**src/hw/rtl/bfst_pkg.sv**
```systemverilog
package bfst_pkg;

  // table geometry
  localparam int unsigned Symbols    = 256;
  localparam int unsigned CountWidth = 16;
  localparam int unsigned SymW       = $clog2(Symbols);
  localparam int unsigned KeyW       = CountWidth + SymW;

  // port widths fixed by the interface
  localparam int unsigned ByteW   = 8;
  localparam int unsigned OutCntW = 16;
  localparam int unsigned ExtW    = (CountWidth > OutCntW) ? CountWidth : OutCntW;

  // request codes
  localparam logic ReqCount   = 1'b0;
  localparam logic ReqReadout = 1'b1;

  typedef enum logic [5:0] {
    ST_IDLE   = 6'b000001,
    ST_CNT_WR = 6'b000010,
    ST_SCAN   = 6'b000100,
    ST_DRAIN  = 6'b001000,
    ST_EMIT   = 6'b010000,
    ST_SPARE  = 6'b100000
  } state_e;

  // controller -> datapath
  typedef struct packed {
    logic cnt_rd;     // read the counter addressed by the incoming byte
    logic cnt_wr;     // write back the incremented counter
    logic scan_init;  // reset scan address and best/second trackers
    logic scan_rd;    // issue the scan read at the scan address
    logic emit;       // load the result register, move cursor or clear
  } cmd_t;

  // datapath -> controller
  typedef struct packed {
    logic scan_last;  // scan address is at the last entry
  } sts_t;

endpackage

```
**src/hw/rtl/bfst_ctrl.sv**
```systemverilog
module bfst_ctrl (
  input  logic          clk_i,
  input  logic          rst_ni,
  input  logic          in_valid_i,
  output logic          in_stall_o,
  input  logic          req_type_i,
  output logic          out_valid_o,
  input  logic          out_stall_i,
  input  bfst_pkg::sts_t sts_i,
  output bfst_pkg::cmd_t cmd_o
);
  import bfst_pkg::*;

  state_e state_q, state_d;
  logic   out_valid_q, out_valid_d;
  logic   in_acc;
  logic   out_free;

  assign in_stall_o  = (state_q != ST_IDLE);
  assign in_acc      = in_valid_i && (state_q == ST_IDLE);
  assign out_free    = !out_valid_q || !out_stall_i;
  assign out_valid_o = out_valid_q;

  always_comb begin
    state_d = state_q;
    cmd_o   = '0;
    unique case (state_q)
      ST_IDLE: begin
        if (in_acc) begin
          if (req_type_i == ReqCount) begin
            cmd_o.cnt_rd = 1'b1;
            state_d      = ST_CNT_WR;
          end else begin
            cmd_o.scan_init = 1'b1;
            state_d         = ST_SCAN;
          end
        end
      end
      ST_CNT_WR: begin
        cmd_o.cnt_wr = 1'b1;
        state_d      = ST_IDLE;
      end
      ST_SCAN: begin
        cmd_o.scan_rd = 1'b1;
        if (sts_i.scan_last) begin
          state_d = ST_DRAIN;
        end
      end
      ST_DRAIN: begin
        state_d = ST_EMIT;
      end
      ST_EMIT: begin
        if (out_free) begin
          cmd_o.emit = 1'b1;
          state_d    = ST_IDLE;
        end
      end
      default: begin
        state_d = ST_IDLE;
      end
    endcase
  end

  always_comb begin
    out_valid_d = out_valid_q;
    if (cmd_o.emit) begin
      out_valid_d = 1'b1;
    end else if (!out_stall_i) begin
      out_valid_d = 1'b0;
    end
  end

  always_ff @(posedge clk_i or negedge rst_ni) begin
    if (!rst_ni) begin
      state_q     <= ST_IDLE;
      out_valid_q <= 1'b0;
    end else begin
      state_q     <= state_d;
      out_valid_q <= out_valid_d;
    end
  end

endmodule

```
**config.mk**
```make
export PLATFORM = sky130hd
export DESIGN_NAME = bfst_ctrl
export DESIGN_NICKNAME = d
export VERILOG_FILES = /design/src/hw/rtl/bfst_pkg.sv /design/src/hw/rtl/bfst_ctrl.sv
export SDC_FILE = /design/constraint.sdc
export NUM_CORES = 1
export LEC_CHECK = 0
export ABC_AREA = 1
export BUFFER_PORTS_ARGS = -buffer_cell sky130_fd_sc_hd__buf_4
export CORE_MARGIN = 4
export CORE_UTILIZATION = 25
export CTS_BUF_LIST = sky130_fd_sc_hd__clkbuf_8
export DETAILED_ROUTE_END_ITERATION = 10
export SLEW_MARGIN = 25
export SYNTH_ARGS = -nofsm -noshare
export SYNTH_HDL_FRONTEND = slang
export SYNTH_SLANG_ARGS = --single-unit
```
**constraint.sdc**
```tcl
create_clock -name clk_i -period 3.19 [get_ports clk_i]
set_clock_uncertainty 0.2 [all_clocks]
set_input_delay 0.319 -clock clk_i [delete_from_list [all_inputs] [get_ports clk_i]]
set_output_delay 0.319 -clock clk_i [all_outputs]
set_load 0.05 [all_outputs]
```
-- After elaboration in Yosys (flattened, before gate mapping)
Index checks and enable logic that the tools add are counted.
- multipliers: 0
- bitwise operators: 0
- equal/unequal tests: 10
- shift operators: 0
- order comparisons: 0
- add/subtract/negate cells: 0
- mux-type cells: 17
- div/mod/pow operators: 0
- reduce and logical (&&, ||, !) cells: 5
- operators by type and width (cell ; count):
    one-hot mux 6 bit (4 select lines) ; 1
    two-way mux 6 bit ; 3
    two-way mux 1 bit ; 12
    equality test 6 x 1 -> 1 bit (second input constant) ; 1
    equality test 6 x 2 -> 1 bit (second input constant) ; 1
    equality test 6 x 3 -> 1 bit (second input constant) ; 1
    equality test 6 x 4 -> 1 bit (second input constant) ; 1
    equality test 6 x 5 -> 1 bit (second input constant) ; 1
    != test 2 bit (second input constant) ; 3
    != test 6 x 1 -> 1 bit (second input constant) ; 1
    two-way mux 3 bit ; 1
    AND reduction 3 bit ; 1
    logical NOT 1 bit ; 2
    != test 2 x 1 -> 1 bit (second input constant) ; 1
    logical AND 1 bit ; 1
    logical OR 1 bit ; 1
- logic and storage cells: 34
- latch bits: 0
- RAM bits: 0
- memory bits (read-only): 0
- input bits: 6
- output and inout port bits: 7
- bits in registers: 7
- memories: 0

-- Logic depth before layout (Yosys ltp)
Gate-level depths: netlist (run 1).
- word-level depth: 5
- gate-level depth with buffers: 5
- depth with buffers taken out: 5

-- Worst setup path after synthesis (run 1)
Ideal clock, no wire load.
- kind: reg2out
- from: register state_q[4]
- to: output port cmd_o[3] in the netlist's numbering
- data required time: 2671 ps
- path slack: 694 ps
- arrival time: 1977 ps
- cell stages (with the launch flop): 4
- path buffers: 0
- path through: dfrtp_1 > inv_1 > nand2_1 > nor4_1
- RTL lines (what ; line ; source):
    start: declaration ; bfst_ctrl.sv:14 ; state_e state_q, state_d;
    start signal: assignment ; bfst_ctrl.sv:78 ; state_q <= state_d;
    end: declaration ; bfst_ctrl.sv:10 ; output bfst_pkg::cmd_t cmd_o

==> impl_metrics.toml, run 1 <==
[die]
row_count = 12
dieArea_sq_um = 1960
design.core.area_sq_um = 1170
io_pins = 13
die_x_um = 44.3
start_util_pct = 28.1
die_h_um = 44.3

[sta]
tightest_slew_ns = 0.287
setup_viol = 0
worst_slack_ns = 1.35
fin_hold_ws_ns = 0.0568
min_period_over_period_pct = 57.8
slew_headroom_pct = 80.7
fin_crit_ns = 1.84
rsz0062_at_grt = "no"
hold_viol = 0
fmax_mhz = 543
finalSetupTns_ns = 0
slew_violations = 0

[setup_path]
cp-end-kind = "output port"
cpMaxStageDelayCell = "dfrtp_1"
path_class = "reg2out"
slowest_delay_ns = 0.42
arrival_ns = 1.32
cp.required_ns = 2.67
path_cells = "nor2_4, nand4_1, nor2_1, buf_4"
worstPathMaxFanout = 5
worstSetupStartpointType = "register"

[placed_design]
hpwlAfterDp_um = 581
place_area_sq_um = 429
io_buffers = 12
dp_slack_ns = 1.58
gp_routability_congestion = 0.828
place_inst = 68

[power]
seqPwrFrac_pct = 28.5
p_total_mw = 0.412
p_sw_mw = 0.176
leakagePower_nw = 0.283
p_int_mw = 0.236
p_per_area_nw_per_um2 = 850
swShare_pct = 42.7
clockPowerShare_pct = 28.2
vdd_drop_max_v = 0.000303
combPwrFrac_pct = 43.3

[worst_hold_path]
hp-class = "in2reg"

[logic_synthesis]
synth_top_area_cell = "dfrtp_1"
yosysWarnings = 0
ys_ff_latch = 6
yosysSeqAreaShare_pct = 46.0
synth_cell_types = 12
yosys.area.top_type_share_pct = 38.0
syn_nets = 49
synth_area_leaders = "dfrtp_1, nand3_1, inv_1"
netlist_area_sq_um = 329
avgSynthCellArea_sq_um = 7.65
syn_inst = 43

[clock_tree]
cts_setup_buffers = 0
cts_buffer_depth = 2
cts_buffers = 3
cts_resized = 0
cts_tree = "done"
cts.sinks = 6
clk_latency_ns = 0.22
clk_pin_slew_worst_paths_ns = 0.04
cts_hold_buffers = 1
root_buffer = "clkbuf_8"
cts.htree.levels = 1

[layout]
instances_no_fill = 73
final_common_cell = "buf_4"
fin_area_sq_um = 484
nNetsFinal = 66
diodes = 0
drive_above_1_share_pct = 32.2
regArea_sq_um = 151
final_core_util_pct = 41.3
layout_common_cells = "buf_4, inv_1, nor2_1"
multi_input_area_sq_um = 140
area_delta_synth_final_pct = 47.1
n_fill_cell = 135

[global_routing]
grt_overflow = 0
grt_max_degree = 7
groute.usage.overall_pct = 8.77
grt_pass1_vias = 302
grt_pass1_wl_mm = 1.19
antenna_found_initial = 0

[detailed_routing]
final_antenna_net_count = 0
routed_via_density = 4.52
vias = 330
firstDrtPassIters = 4
drc = 0
wl_per_cell_um = 10.1
wirelength_um = 737
drt-initial-drc-count = 8

[outcome]
status = "finished, final reports clean"

[job]
cap_violations = 0
==> layer usage <==
metal / GRT usage, % / up-vias / wire (um)
li1: - / 172 / -
met5: 0 / - / 0
met3: 2.44 / 2 / 64
met4: 9.64 / 0 / 19
met2: 11.6 / 16 / 325
met1: 10.6 / 140 / 327
==> power groups by stage <==
stage               Sequential [mW]  Clock, mW  Combinational (mW)
floorplan                     0.116          0               0.130
global placement              0.118          0               0.177
detailed placement            0.118          0               0.178
CTS                           0.117      0.120               0.180
global route                  0.121      0.127               0.190
finish                        0.117      0.116               0.178
==> flip-flops by register name (all words and copies together) (netlist names) <==
| signal | count |
|---|---|
| state_q | 5 |
| out_valid_o | 1 |
==> path summary, 6_finish.rpt <==
kind | startpoint | end | slack [ns] | cells past startpoint
setup / recovery | state_q[2] | cmd_o[4] | 1.35 | 4
hold / removal | req_type_i | state_q[1] | 0.06 | 2
setup reg to reg | state_q[1] | state_q[3] | 1.91 | 4
hold reg to reg | out_valid_o | out_valid_o | 0.29 | 2
max in group asynchronous | rst_ni | state_q[0] | 2.33 | 2
min in group asynchronous | rst_ni | state_q[3] | 0.25 | 2
==> cell families after synthesis <==
kind of cell	synth area share, %
compound gates	3.04
buf+inv	11.4
simple gates	39.5
flops	46.0
==> critical path: cells and delay by family, from the launching register on <==
kind,cells,cell delay [ns]
buffers and inverters,1,0.20
AND/OR/NAND/NOR,3,0.47
flip-flops,1,0.42
==> final cells by class <==
cell class / instances / area share, %
sequential: 6 / 31.3
multi-input combinational: 28 / 28.9
timing repair buffer: 13 / 20.7
clock buffer: 3 / 8.53
inverter: 8 / 6.20
tap: 14 / 3.62
clock inverter: 1 / 0.775
==> cell usage after synthesis <==
cell / instances
nor4_1: 1
dfrtp_1: 5
inv_1: 8
o21ai_1: 2
nand4_1: 4
buf_4: 1
nor2_1: 7
nor2_4: 1
dfstp_2: 1
nor2_2: 2
nand2_1: 5
nand3_1: 6
Note: power is estimated with default switching activity, not from simulation.
==> inputs of run 2 (changes only) <==
clock period = 1.5 ns   (was 3.19 ns; I/O delays follow)
==> run 2 against run 1 <==
Effect of this change: the run now ends with setup timing left; sequential power up 110%; non-clock buffer count grew 8; register-to-register slack got worse by 1.8 ns; hold slack lost 0.029 ns; flip-flop and latch count is the same; sequential share of layout area fell by 5.4 points; wire length increased by 24%; final area increased by 22%; first-iteration DRC count is 13% lower; power is 140% higher; largest cell class is now buffers.
==> impl_metrics.toml, run 2 (synthesis gave the netlist of run 1 again) <==
[placed_design]
gp_routability_congestion = 0.790
place_inst = 69
io_buffers = 12
place_area_sq_um = 443
dp_slack_ns = 0.0706
hpwlAfterDp_um = 581

[layout]
area_delta_synth_final_pct = 79.1
largest_reg_flops = 5
fin_area_sq_um = 589
final_common_cell = "buf_4"
diodes = 0
nNetsFinal = 74
layout_common_cells = "buf_4, inv_1, nand3_1, nand2_1"
instances_no_fill = 81
drive_above_1_share_pct = 46.3
top_register = "state_q"

[clock_tree]
cts.sinks = 6
cts.htree.levels = 1
root_buffer = "clkbuf_8"
cts_tree = "done"
cts_buffer_depth = 2
clk_latency_ns = 0.23
clk_pin_slew_worst_paths_ns = 0.03
cts_buffers = 3

[sta]
slew_violations = 0
hold_viol = 0
min_period_over_period_pct = 112
tightest_slew_ns = 0.218
rsz0062_at_grt = "yes"
fmax_mhz = 593
worst_slack_ns = -0.185
fin_crit_ns = 1.69
setup_viol = 6
finalSetupTns_ns = -0.789
slew_headroom_pct = 85.3

[setup_path]
arrival_ns = 1.34
cp.required_ns = 1.15
cp_top_family = "flip-flops"
cp-end-kind = "output port"
path_class = "reg2out"
slowest_delay_ns = 0.57
cpMaxStageDelayCell = "dfstp_2"
worstPathMaxFanout = 5
rrSetupSlack_ns = 0.13
cp_num_buf_inv = 1
worstSetupStartpointType = "register"
path_cells = "nand4_1, nor2_2, buf_6"

[die]
die_x_um = 44.3
die_h_um = 44.3
row_count = 12
dieArea_sq_um = 1960
io_pins = 13
start_util_pct = 28.1
design.core.area_sq_um = 1170

[detailed_routing]
final_antenna_net_count = 0
drt-initial-drc-count = 7
routed_via_density = 4.70
drc = 0
firstDrtPassIters = 4
wl_per_cell_um = 11.3
vias = 381
wirelength_um = 913

[global_routing]
grt_pass1_wl_mm = 1.35
grt_overflow = 0
grt_pass1_vias = 329
groute.usage.overall_pct = 9.62
antenna_found_initial = 0
grt_max_degree = 7

[outcome]
status = "complete, but fails checks"
violations = "setup timing"

[power]
p_per_area_nw_per_um2 = 1700
leakagePower_nw = 0.322
vdd_drop_max_v = 0.000871

[job]
cap_violations = 0

[worst_hold_path]
hp-class = "in2reg"
-- run 2: cell count changes in the layout (fill, tap and decap cells not counted), sizes merged --
cell	previous run	this run
buf	12	18
dlygate4sd3	1	3
-- run 2: final timing paths --
path | from | end | cells past startpoint
min in group asynchronous | rst_ni | state_q[3] | 2
max in group asynchronous | rst_ni | state_q[0] | 2
hold / removal | in_valid_i | state_q[0] | 4
setup reg to reg | state_q[1] | state_q[3] | 4
hold reg to reg | state_q[0] | state_q[0] | 2
setup / recovery | state_q[0] | cmd_o[4] | 3
-- run 2: worst reg2reg max path: stages, from the launching register on --
cell     delay [ns]
dfrtp_1        0.41
nor2_2         0.23
nand4_1        0.22
nand3_1        0.15
nor2_1         0.04
-- run 2: layout make-up --
cell class / count / area, sq um
multi-input cells: 28 / 164
well taps: 14 / 17.5
clock buffers: 3 / 41.3
clock inverters: 1 / 3.75
repair buffers: 21 / 180
flip-flops and latches: 6 / 153
inverters: 8 / 30.0
fillers: 121 / 582
-- run 2: where the power goes --
group	internal (mW)	total [mW]	switching [mW]
sequential	0.207	0.248	0.0417
combinational	0.199	0.506	0.307
clock	0.176	0.250	0.0735
total	0.582	1.00	0.422
-- run 2: metal layers --
layer  vias up  global-route usage (%)  share of wire, %
met1       176                    11.1                41
met2        15                    14.2                52
li1        188                       -                 -
met4         0                    9.04               2.4
met3         2                    2.44               4.6
met5         -                       0                 0
-- run 2: repair_timing --
| action | CTS | global route |
|---|---|---|
| endpoints found under the hold margin | 8 | 0 |
| pin swaps | 5 | 5 |
| resized for setup | 6 | 4 |
| buffers inserted | 3 | 2 |
| endpoints found under the setup margin | 5 | 6 |
| hold buffers | 3 | 0 |
-- run 2: stage by stage --
step                utilization (%)  total power [mW]  hold slack [ns]
finish                         50.3              1.00           0.0278
global route                   50.3              1.06           0.0475
CTS                            47.8             0.963          0.00152
detailed placement             37.8             0.643           -0.238
global placement               37.8             0.643           -0.239
floorplan                         -             0.529           -0.346
